**config.mk**
```make
export PLATFORM = sky130hd
export DESIGN_NAME = v3alu_obuf_flat
export DESIGN_NICKNAME = d
export VERILOG_FILES = /design/src/rtl/core/v3alu_pkg.sv /design/src/rtl/core/v3alu_if.sv /design/src/rtl/core/v3alu_obuf.sv /design/src/flat_wrapper.sv
export SDC_FILE = /design/constraint.sdc
export NUM_CORES = 1
export LEC_CHECK = 0
export BUFFER_PORTS_ARGS = -buffer_cell sky130_fd_sc_hd__buf_2
export CORE_MARGIN = 10
export CORE_UTILIZATION = 11
export DETAILED_ROUTE_END_ITERATION = 12
export PLACE_DENSITY_LB_ADDON = 0.15
export SLEW_MARGIN = 20
export SYNTH_ARGS = -nofsm -noshare
export SYNTH_HDL_FRONTEND = slang
export SYNTH_SLANG_ARGS = --single-unit
```
**constraint.sdc**
```tcl
create_clock -name clk -period 1.95 [get_ports clk]
set_input_delay 0.585 -clock clk [delete_from_list [all_inputs] [get_ports clk]]
set_output_delay 0.585 -clock clk [all_outputs]
set_load 0.01 [all_outputs]
```
**src/rtl/core/v3alu_pkg.sv**
```systemverilog
// Shared types, command codes and saturation helper for the vector ALU.
// Used by every module of the block; no dependencies.
package v3alu_pkg;

	localparam int FRAC_BITS_DEF = 16;
	localparam int SAT_W = 67;

	localparam logic [3:0] CMD_ADD       = 4'd0;
	localparam logic [3:0] CMD_SUB       = 4'd1;
	localparam logic [3:0] CMD_SCALE     = 4'd2;
	localparam logic [3:0] CMD_DOT       = 4'd3;
	localparam logic [3:0] CMD_CROSS     = 4'd4;
	localparam logic [3:0] CMD_NORM      = 4'd5;
	localparam logic [3:0] CMD_NORMALIZE = 4'd6;
	localparam logic [3:0] CMD_DIST      = 4'd7;
	localparam logic [3:0] CMD_EQUAL     = 4'd8;

	localparam logic [31:0] WORD_MAX = 32'h7fff_ffff;
	localparam logic [31:0] WORD_MIN = 32'h8000_0000;

	localparam logic signed [SAT_W-1:0] SAT_MAX = {{(SAT_W-31){1'b0}}, {31{1'b1}}};
	localparam logic signed [SAT_W-1:0] SAT_MIN = {{(SAT_W-31){1'b1}}, {31{1'b0}}};

	typedef struct packed {
		logic [3:0]         command;
		logic signed [31:0] ax;
		logic signed [31:0] ay;
		logic signed [31:0] az;
		logic signed [31:0] bx;
		logic signed [31:0] by;
		logic signed [31:0] bz;
		logic signed [31:0] factor;
	} req_t;

	typedef struct packed {
		logic signed [31:0] rx;
		logic signed [31:0] ry;
		logic signed [31:0] rz;
		logic signed [31:0] scalar;
		logic               saturated;
		logic               null_error;
	} rsp_t;

	// partial result traveling with an item; vx..vz hold magnitudes for normalize
	typedef struct packed {
		logic [3:0]  cmd;
		logic [31:0] vx;
		logic [31:0] vy;
		logic [31:0] vz;
		logic [31:0] sc;
		logic        sat;
		logic [2:0]  neg;
	} side_t;

	// {clamped, value}
	function automatic logic [32:0] sat_word(input logic signed [SAT_W-1:0] v);
		logic [32:0] r;
		if (v > SAT_MAX)
			r = {1'b1, WORD_MAX};
		else if (v < SAT_MIN)
			r = {1'b1, WORD_MIN};
		else
			r = {1'b0, v[31:0]};
		return r;
	endfunction

endpackage

```
**src/rtl/core/v3alu_if.sv**
```systemverilog
// Valid/ready channel carrying one item of payload type T.
// No dependencies.
interface v3alu_if #(parameter type T = logic) ();
	logic valid;
	logic ready;
	T     data;

	modport source (output valid, output data, input ready);
	modport sink (input valid, input data, output ready);
endinterface

```
**src/rtl/core/v3alu_obuf.sv**
```systemverilog
// Two-entry output buffer; decouples the pipeline advance from the result ready.
// Depends on v3alu_pkg and v3alu_if.
module v3alu_obuf (
	input  logic            clk,
	input  logic            arst_n,
	input  logic            vld_in,
	input  v3alu_pkg::rsp_t din,
	output logic            en,
	v3alu_if.source         rsp
);
	import v3alu_pkg::*;

	logic [1:0] cnt_q;
	rsp_t       b0_q, b1_q;
	logic       push, pop;

	assign en = cnt_q != 2'd2;
	assign push = en && vld_in;
	assign pop = (cnt_q != 2'd0) && rsp.ready;

	always_ff @(posedge clk or negedge arst_n) begin
		if (!arst_n)
			cnt_q <= 2'd0;
		else
			cnt_q <= cnt_q + 2'(push) - 2'(pop);
	end

	always_ff @(posedge clk) begin
		if (pop) begin
			if (cnt_q == 2'd2)
				b0_q <= b1_q;
			else if (push)
				b0_q <= din;
		end else if (push) begin
			if (cnt_q == 2'd0)
				b0_q <= din;
			else
				b1_q <= din;
		end
	end

	assign rsp.valid = cnt_q != 2'd0;
	assign rsp.data = b0_q;

	a_cnt_range: assert property (@(posedge clk) disable iff (!arst_n)
		cnt_q != 2'd3)
		else $error("output buffer count out of range");

endmodule

```
**src/flat_wrapper.sv**
```systemverilog
// flat-port wrapper written by rule: the top's interface ports become plain ports
module v3alu_obuf_flat import v3alu_pkg::*;
  (clk, arst_n, vld_in, din, en, rsp_valid, rsp_data, rsp_ready);
  v3alu_if rsp_i ();
  input  logic clk;
  input  logic arst_n;
  input  logic vld_in;
  input  v3alu_pkg::rsp_t din;
  output logic en;
  output wire logic [$bits(rsp_i.valid)-1:0] rsp_valid;
  output wire logic [$bits(rsp_i.data)-1:0] rsp_data;
  input wire logic [$bits(rsp_i.ready)-1:0] rsp_ready;
  assign rsp_valid = rsp_i.valid;
  assign rsp_data = rsp_i.data;
  assign rsp_i.ready = rsp_ready;
  v3alu_obuf u_core (.clk(clk), .arst_n(arst_n), .vld_in(vld_in), .din(din), .en(en), .rsp(rsp_i));
endmodule
```
# ---- Word-level counts from Yosys, hierarchy flattened
# Cells that the tools add are included.
dict set report op_classes {
  add_sub_neg 2
  n_eq_ne 2
  muxes 5
  n_bitwise 2
  n_reduce_logical 9
}
# op n
set op_table {}
lappend op_table {{2-bit nonzero test} 4}
lappend op_table {{3-bit AND reduction} 2}
lappend op_table {{1-bit two-way mux} 5}
lappend op_table {{2-bit by 1-bit adder with 2-bit output} 1}
lappend op_table {{2-bit equality test (second input constant)} 1}
lappend op_table {{1-bit logical AND} 2}
lappend op_table {{2-bit zero test} 1}
lappend op_table {{2-bit != test (second input constant)} 1}
lappend op_table {{1-bit inverter} 2}
lappend op_table {{2-bit by 1-bit subtractor with 2-bit output} 1}
dict set report word_totals {
  reg_bits 4
  inputBits 134
  output_inout_bits 3
  wordCells 23
}

# ---- Depth between registers and ports, before layout
dict set report logic_depth {
  word_depth 5
  ltp_mapped 7
  mapped_depth_nobuf 7
}

# ---- Worst setup path before layout
# OpenSTA, ideal clock, no wires.
dict set report synth_timing {
  kind {register -> register}
  start {register u_core.cnt_q[0]}
  end {register u_core.cnt_q[1]}
  setup_ns 0.123
  arrival_ns 1.559
  required_ns 1.827
  slack_ns 0.269
  path_stages_with_launch 8
  n_path_buf 0
  synth_period_minus_slack_ns 1.681
  path_cell_list {dfrtp_1 > or2_1 > and2_1 > ha_1 > inv_1 > ha_1 > xnor2_1 > xnor2_1}
}
dict set report synth_between {
  elab_cells_between_ends 6
  cone_classes {add/sub: 2; eq/ne: 1; reduce/logical: 3}
}
# element line_no
set synth_rtl {}
lappend synth_rtl {{from (decl)} v3alu_obuf.sv:13} ;# logic [1:0] cnt_q;
lappend synth_rtl {{from (signal assigned)} v3alu_obuf.sv:25} ;# cnt_q <= cnt_q + 2'(push) - 2'(pop);
lappend synth_rtl {{2-bit nonzero test} -}
lappend synth_rtl {{named net rsp_valid} flat_wrapper.sv:10} ;# output wire logic [$bits(rsp_i.valid)-1:0] rsp_valid;
lappend synth_rtl {{1-bit logical AND} v3alu_obuf.sv:19} ;# assign pop = (cnt_q != 2'd0) && rsp.ready;
lappend synth_rtl {{2-bit by 1-bit subtractor with 2-bit output} v3alu_obuf.sv:25}
# The timed path passes the listed nets, and every way through them passes these cells.
# A chain may end at the register's enable or synchronous reset.

# ---- Worst setup path after layout
dict set report layout_timing {
  start {register u_core.cnt_q[1]}
  end {register u_core.cnt_q[1]}
}
dict set report layout_between {
  elab_chain_cells 4
  elab_cells_between_ends 6
  cone_classes {add/sub: 2; eq/ne: 1; reduce/logical: 3}
}
# element line_no
set layout_lines {}
lappend layout_lines {{2-bit != test} v3alu_obuf.sv:17} ;# assign en = cnt_q != 2'd2;
lappend layout_lines {{1-bit logical AND} v3alu_obuf.sv:18} ;# assign push = en && vld_in;
lappend layout_lines {{2-bit by 1-bit adder with 2-bit output} v3alu_obuf.sv:25}
lappend layout_lines {{2-bit by 1-bit subtractor with 2-bit output *} v3alu_obuf.sv:25}
# Every way passes the cells marked *; elsewhere a longest branch is shown, timed or not.

==> results_dict.tcl <==
set metrics [dict create \
    grt_use_met1_pct 2.47 \
    cts_tree "yes" \
    clk_path_buf_depth 2 \
    hold_ws_ps 131 \
    io_buffer_count 7 \
    vias 167 \
    synth_adder_area_share_pct 10.7 \
    finalNonFillerCells 59 \
    cts_made_buffers 3 \
    synth_seq_cells 4 \
    worst_r2r_path_depth 7 \
    gp_congestion 0.684 \
    grt_pass1_vias 177 \
    arrival_ps 1870 \
    ff2ff_setup_slack_ps 220 \
    synth_top_family_by_area "simple AND/OR/NAND/NOR gates" \
    drt_iter0_markers 15 \
    grtUsageTotal_pct 2.82 \
    synth.avg_cell_area_um2 11.1 \
    drc_errors 0 \
    postCtsHoldBufs 0 \
    crit_family "adder cells" \
    vdd_ir_drop_max_mv 0.538 \
    path_clk_slew_ps 40 \
    viasPerCell 2.83 \
    drive_gt1_share_pct 40.6 \
    max_freq_ghz 0.579 \
    place_inst 55 \
    yosysSeqAreaShare_pct 47.1 \
    antenna_cells 0 \
    dr.pass1.iters 2 \
    postCtsSetupBuffers 0 \
    ant_nets 0 \
    drt-total-wl_um 511 \
    grt_pass1_wl_um 772 \
    reg2reg_to "u_core.cnt_q[1]" \
    timing.final.crit_share_pct 88.6 \
    max-cap-violations 0 \
    start_util_pct 11.7 \
    rows 16 \
    muxShareOfSynthArea_pct 6.42 \
    synth-compound-area-share_pct 4.28 \
    setup_slack_ps 222 \
    worstHoldPathType "in2async" \
    syn_area_um2 234 \
    layout_common_cells "buf_2, inv_1, clkbuf_4" \
    timing.rr.start "u_core.cnt_q[1]" \
    worst_setup_path_start_kind "flip-flop" \
    antenna_found_initial 0 \
    use_met3_pct 3.05 \
    synth_xor_area_share_pct 7.49 \
    worst_path_largest_cell_delay_ps 390 \
    path_cells "or2_1 > and2_1 > ha_1 > inv_1 > ha_1 > xnor2_1 > xnor2_1" \
    multi_input_area_um2 109 \
    overflow 0 \
    fin_crit_ps 1730 \
    final_common_cell "buf_2" \
    n_fill_cell 237 \
    syn_to_final_growth_pct 40.6 \
    post_cts_resized 0 \
    cts_root_buffer "clkbuf_4" \
    hold_viol_final 0 \
    rsz0062_at_grt "no" \
    cp.required_ps 2100 \
    coreArea_um2 2000 \
    yosys.area.top_type_share_pct 25.7 \
    die_area_um2 4370 \
    regArea_um2 110 \
    crit_type "reg2reg" \
    p_total_mw 0.478 \
    die_height_um 66.1 \
    yosys_warnings 0 \
    cp_num_buf_inv 1 \
    outcome "finished, final reports clean" \
    grt_start_max_net_pins 5 \
    io-pin-count 137 \
    cts_max_level 1 \
    p_per_area_nw_per_um2 1450 \
    gr-usage-met2_pct 3.23 \
    endpoint_kind "flip-flop" \
    top_usage_layer "met2" \
    syn-num-nets 157 \
    worst_pin_slew_ps 221 \
    hpwl_um 411 \
    cp-startpoint "u_core.cnt_q[1]" \
    p_leak_nw 0.149 \
    synth_area_leaders "edfxtp_1, dfrtp_1, ha_1" \
    clock-sinks 4 \
    nets 169 \
    synth_cell_types 14 \
    insertion_delay_ps 240 \
    setup_viol 0 \
    yosys.area.top_type "edfxtp_1" \
    place_ws_ps 180 \
    fin_skew_ps 6.70 \
    syn_inst 21 \
    slew_headroom_pct 85.1 \
    crit_fanout 3 \
    synthSimpleGateAreaFrac_pct 17.6 \
    cp_slowest_cell "dfrtp_1" \
    slew_viol_final 0 \
    die_w_um 66.1 \
    wire_per_inst_um 8.66 \
    tns_ps 0 \
]
-- per-layer routing --
metal / part of all wire, % / vias up
li1: - / 88
met4: 2.7 / 0
met5: 0 / -
met2: 46 / 3
met3: 4.1 / 2
met1: 47 / 74
-- worst reg2reg max path, cell delays in order (launching register included) --
cell and delay (ps):
dfrtp_1 390, or2_1 260, and2_1 170, ha_1 260, inv_1 40, ha_1 190, xnor2_1 180, xnor2_1 150
-- per-stage QoR --
step | cell area, um^2 | util [%]
finish | 329 | 16.4
global placement | 303 | 15.1
global route | 329 | 16.4
floorplan | 234 | -
CTS | 329 | 16.4
detailed placement | 303 | 15.1
-- synthesized netlist by cell type (all sizes together) --
| cell type | count |
|---|---|
| edfxtp | 2 |
| xnor2 | 2 |
| nor3 | 1 |
| nor2 | 1 |
| and2 | 1 |
| ha | 2 |
| dfrtp | 2 |
| inv | 4 |
| mux2 | 1 |
| nor2b | 1 |
| nand2 | 1 |
| or2 | 1 |
| o21ai | 2 |
-- flip-flops by register name, summed over array words and instances, names as in the netlist --
name	cells
u_core.rsp.data	1
u_core.cnt_q	2
u_core.b1_q	1
-- report_power, final --
group	switching [mW]	internal, mW	total (mW)	leakage [nW]
logic	0.108	0.108	0.216	0.0919
clock network	0.0373	0.0770	0.114	0.0150
registers	0.0227	0.125	0.147	0.0421
-- final cells by class --
class	count	share of cell area [%]
clock buffers	4	7.98
flip-flops and latches	4	33.5
multi-input cells	13	33.1
well taps	27	10.3
inverters	4	4.56
repair buffers	7	10.6
-- cell families after synthesis --
group | count (synthesis)
multiplexers | 1
AND/OR/NAND/NOR | 6
AO/OA/AOI/OAI | 2
buffers and inverters | 4
XOR/XNOR | 2
adder cells (fa/ha/maj) | 2
flip-flops | 4
-- worst max path at each step --
stage	depth (start not counted)	slack, ps	endpoint
5_1_grt	7	150	u_core.cnt_q[1]
3_3_place_gp	7	230	u_core.cnt_q[1]
3_5_place_dp	7	180	u_core.cnt_q[1]
2_1_floorplan	7	270	u_core.cnt_q[1]
4_1_cts	7	200	u_core.cnt_q[1]
6_report	7	220	u_core.cnt_q[1]
Power figures use the tool's default switching activity.
